## src/rtl/ajt_pkg.sv

```systemverilog
// Shared types and constants for the active job tracker.
`timescale 1ns / 1ps
package ajt_pkg;

    localparam int TAG_W   = 12;
    localparam int ID_W    = 15;
    localparam int TIME_W  = 32;
    localparam int NONCE_W = 32;
    localparam int ASIC_W  = 3;
    localparam int CORE_W  = 8;
    localparam int ERR_W   = 8;
    localparam int EV_W    = 3;
    localparam int CFG_IDX_W = 2;

    // request types
    localparam logic [1:0] REQ_ACCEPT = 2'd0;
    localparam logic [1:0] REQ_NONCE  = 2'd1;
    localparam logic [1:0] REQ_DONE   = 2'd2;
    localparam logic [1:0] REQ_FLUSH  = 2'd3;

    // result events
    localparam logic [EV_W-1:0] EV_ACCEPTED  = 3'd0;
    localparam logic [EV_W-1:0] EV_FULL      = 3'd1;
    localparam logic [EV_W-1:0] EV_DONE_REL  = 3'd2;
    localparam logic [EV_W-1:0] EV_STALE_REL = 3'd3;
    localparam logic [EV_W-1:0] EV_FLUSH_REL = 3'd4;
    localparam logic [EV_W-1:0] EV_NONCE     = 3'd5;
    localparam logic [EV_W-1:0] EV_NOT_FOUND = 3'd6;
    localparam logic [EV_W-1:0] EV_FLUSH_END = 3'd7;

    // configuration register indexes
    localparam logic [CFG_IDX_W-1:0] REG_STALE_LIMIT = 2'd0;
    localparam logic [CFG_IDX_W-1:0] REG_ERROR_LIMIT = 2'd1;

    localparam logic [ERR_W-1:0] ERR_MAX = 8'd255;

    typedef struct packed {
        logic [1:0]         req_type;
        logic [ID_W-1:0]    job_id;
        logic [TAG_W-1:0]   job_tag;
        logic [TIME_W-1:0]  now_us;
        logic [ASIC_W-1:0]  asic_num;
        logic [CORE_W-1:0]  core_num;
        logic [NONCE_W-1:0] nonce_value;
        logic               nonce_ok;
    } req_t;

    typedef struct packed {
        logic [EV_W-1:0]    event_res;
        logic [TAG_W-1:0]   out_tag;
        logic [ID_W-1:0]    out_id;
        logic [NONCE_W-1:0] out_nonce;
        logic               disable_flag;
        logic [ASIC_W-1:0]  out_asic;
        logic [CORE_W-1:0]  out_core;
        logic               last;
    } res_t;

    typedef struct packed {
        logic [TAG_W-1:0]  tag;
        logic [ID_W-1:0]   id;
        logic [TIME_W-1:0] stamp;
    } entry_t;

    // back-end status seen by the top level
    typedef struct packed {
        logic       clr_done;
        logic       busy;
        logic [5:0] count;
    } status_t;

endpackage

```

## src/rtl/ajt_front.sv

```systemverilog
// Front end: request queue and core counter index classification.
`timescale 1ns / 1ps
module ajt_front #(
    parameter int ASICS = 6,
    parameter int CORES_PER_ASIC = 256,
    parameter int CNT_AW = 11
) (
    input  logic                clk,
    input  logic                rst_n,
    input  logic                in_valid,
    output logic                in_ready,
    input  ajt_pkg::req_t       in_req,
    output logic                q_valid,
    input  logic                q_pop,
    output ajt_pkg::req_t       q_req,
    output logic [CNT_AW-1:0]   q_cidx,
    output logic                q_crange
);
    import ajt_pkg::*;

    typedef struct packed {
        req_t              req;
        logic [CNT_AW-1:0] cidx;
        logic              crange;
    } qent_t;

    qent_t       qmem [2];
    logic        wr_ptr_reg, wr_ptr_next;
    logic        rd_ptr_reg, rd_ptr_next;
    logic [1:0]  fill_reg, fill_next;
    logic        push;
    qent_t       cls;

    // classify: counter index and range check
    always_comb
    begin
        cls.req    = in_req;
        cls.crange = (int'(in_req.asic_num) < ASICS) && (int'(in_req.core_num) < CORES_PER_ASIC);
        cls.cidx   = CNT_AW'(int'(in_req.asic_num) * CORES_PER_ASIC + int'(in_req.core_num));
    end

    assign in_ready = (fill_reg != 2'd2);
    assign push     = in_valid && in_ready;
    assign q_valid  = (fill_reg != 2'd0);
    assign q_req    = qmem[rd_ptr_reg].req;
    assign q_cidx   = qmem[rd_ptr_reg].cidx;
    assign q_crange = qmem[rd_ptr_reg].crange;

    always_comb
    begin
        wr_ptr_next = push ? ~wr_ptr_reg : wr_ptr_reg;
        rd_ptr_next = q_pop ? ~rd_ptr_reg : rd_ptr_reg;
        fill_next   = fill_reg + 2'(push) - 2'(q_pop);
    end

    always_ff @(posedge clk)
    begin
        if (push)
        begin
            qmem[wr_ptr_reg] <= cls;
        end
    end

    always_ff @(posedge clk or negedge rst_n)
    begin
        if (!rst_n)
        begin
            wr_ptr_reg <= 1'b0;
            rd_ptr_reg <= 1'b0;
            fill_reg   <= 2'd0;
        end
        else
        begin
            wr_ptr_reg <= wr_ptr_next;
            rd_ptr_reg <= rd_ptr_next;
            fill_reg   <= fill_next;
        end
    end

endmodule

```

## config.mk

```make
export PLATFORM = sky130hd
export DESIGN_NAME = ajt_front
export DESIGN_NICKNAME = d
export VERILOG_FILES = /design/src/rtl/ajt_pkg.sv /design/src/rtl/ajt_front.sv
export SDC_FILE = /design/constraint.sdc
export NUM_CORES = 1
export LEC_CHECK = 0
export BUFFER_PORTS_ARGS = -buffer_cell sky130_fd_sc_hd__buf_2
export CORE_ASPECT_RATIO = 1.2
export CORE_MARGIN = 1.5
export CORE_UTILIZATION = 55
export DETAILED_ROUTE_END_ITERATION = 16
export GPL_TIMING_DRIVEN = 0
export PLACE_DENSITY_LB_ADDON = 0.15
export SLEW_MARGIN = 0
export SYNTH_ARGS = -nofsm -noshare
export SYNTH_HDL_FRONTEND = slang
export SYNTH_SLANG_ARGS = --single-unit
```

## constraint.sdc

```tcl
create_clock -name clk -period 16.4 [get_ports clk]
set_input_delay 0.82 -clock clk [delete_from_list [all_inputs] [get_ports clk]]
set_output_delay 0.82 -clock clk [all_outputs]
set_load 0.005 [all_outputs]
```

==> metrics.txt <==
period utilization 0.167; TNS Setup 0 ns; Crit path largest cell delay 0.34 ns; leading area contributor after synthesis edfxtp_1; Setup Crit Path Kind reg -> out; core area 14400 sq um; CTS tree yes; Async SR Flop Fraction 0.0185; Peak Freq 365 MHz; WL/cell 17.9 microns; hold_buf cts 0; CTS buffer count 21; pwr dens 181 nW/um^2; pins over their slew limit 0; Yosys warnings 0; CTS max path bufs 3; layout cell share with drive strength beyond 1 0.631; outcome completed; CP Launch Type register; Critical Path AT 1.92 ns; Die ar. 15400 sq um; top-count cell post-synth edfxtp_1; DRC 0; VDD IR-drop max 0.136 mV; final worst slack 13.66 ns; Worst setup EP type output pin; final setup fails 0; HP Class in -> async; Rows 48; Port-buffer cells 227; drt via density 5.14; max reg flops 212; CP max-delay cell dfrtp_1; Fin Clk Skew 0.00408 ns; DP Area 9500 sq um; Post-synth EDFFs 212; Initial Util 0.561; Net count, final 723; die height 136 microns; largest net degree at the start of global routing 56; register bit total from synthesis 216; final instance area 10300 sq um; DP Cell Count 765; detailed placement HPWL 9570 microns; Die Width 113 microns; Total GRT Usage 0.182; syn_nets 469; Worst path top cell family by delay buffers and inverters; Pwr Total 1.85 mW; CP required 15.58 ns; starting DRC count in detailed routing 195; unrepaired setup endpoints after global routing no; Vias 4135; initial antenna violation count 1; Hold Fails Final Rpt 0; Post-Synthesis Cell Area 8050 sq um; CTS clock-pin slew for the worst setup and hold paths 0.06 ns; Num Clock Sinks 216; Syn Area/Cell 22.4 sq um; Buf/Inv on CP 5; sequential share of the synthesized area 0.804; Top FF cell, synth edfxtp_1; Finished Layout Cells 804; Area contributors post-synth edfxtp_1 79%, mux2_2 11%, mux2_4 5.6%; Final Hold Slack 0.124 ns; total gr overflow 0; Routed WL 14400 microns; RePlAce Congestion 0.755; post-synth cell types 18; area delta synth->final 27.6%; H-tree Lvls 1; Crit path top cell by count buf_6; clk_lat worst skew 0.49 ns; total iterations of the first detailed-routing run 4; pre-CTS setup slack 13.92 ns; Clock Root Buffer clkbuf_16; Detail Route Antenna Nets 0; IO Pins 228; Rel. slew slack 0.493; Slew @ Worst Pin 0.761 ns; Mapped Cells 359; first-pass GRT wire length 21300 microns; Yosys top cell area share 0.791; post_cts resized 0; Core Util, Final 0.715; crit path cell chain buf_6, buf_6, buf_6, mux2_4, buf_4, buf_2; most common library cells after synthesis 212 x edfxtp_1, 76 x mux2_2, 30 x mux2_4; Final min period 2.74 ns; Leak Pwr 4.01 nW; number of global-route vias before repair 4304; worst-path fanout max 10; setup bufs post-CTS 0; max-cap violations 0
==> cells in the final DEF, fill, tap and decap left out, types with 2 or more instances in the layout <==
master       n
clkbuf_16   21
bufinv_16    6
buf_6        5
edfxtp_1   212
dfrtp_1      4
mux2_4      30
nand2_1      2
clkinv_2     2
mux2_2      76
buf_2      234
clkinv_1     3
buf_12       3
xnor2_1      3
clkbuf_1     3
buf_4       11
==> cells by family (layout without fill, tap and decap cells) <==
logic type / Yosys count / in the layout / synth area share
flops: 216 / 216 / 0.804
mux: 106 / 106 / 0.162
other cells: 0 / 1 / 0
xor+xnor: 4 / 4 / 0.00435
buf+inv: 23 / 292 / 0.0216
simple gates: 7 / 7 / 0.00467
compound gates: 2 / 2 / 0.00187
fa+ha+maj: 1 / 1 / 0.00155
==> final timing paths <==
| path | startpoint | end | slack, ns | cells after the start |
|---|---|---|---|---|
| worst max register to register | fill_reg[0] | qmem[0][16] | 14.33 | 5 |
| worst min-delay path | rst_n | wr_ptr_reg | 0.12 | 1 |
| worst max-delay path | rd_ptr_reg | q_req[37] | 13.66 | 6 |
| max in group asynchronous | rst_n | rd_ptr_reg | 16.15 | 1 |
| worst min register to register | wr_ptr_reg | wr_ptr_reg | 0.58 | 1 |
| min in group clk | in_req[93] | qmem[1][105] | 0.51 | 1 |
==> metal layers <==
metal  GRT usage  share of wire
met2       0.331           0.53
met5           0              0
met4      0.0660          0.024
met3      0.0689          0.090
met1       0.194           0.36
==> layout make-up <==
cell class / instances / area (sq um)
diodes: 1 / 2.50
plain buffers: 23 / 174
clock buffers: 24 / 537
clock inverters: 14 / 229
fillers: 954 / 4080
multi-input cells: 120 / 1420
flip-flops and latches: 216 / 6470
well taps: 175 / 219
repair buffers: 231 / 1220
==> power breakdown <==
group	leakage [nW]	internal [mW]	switching, mW	total (mW)
Combinational	1.63	0.288	0.254	0.542
Clock	0.370	0.332	0.199	0.530
Sequential	2.02	0.753	0.0288	0.782
Total	4.01	1.37	0.481	1.85
No activity file was read; power rests on OpenSTA's default activity.
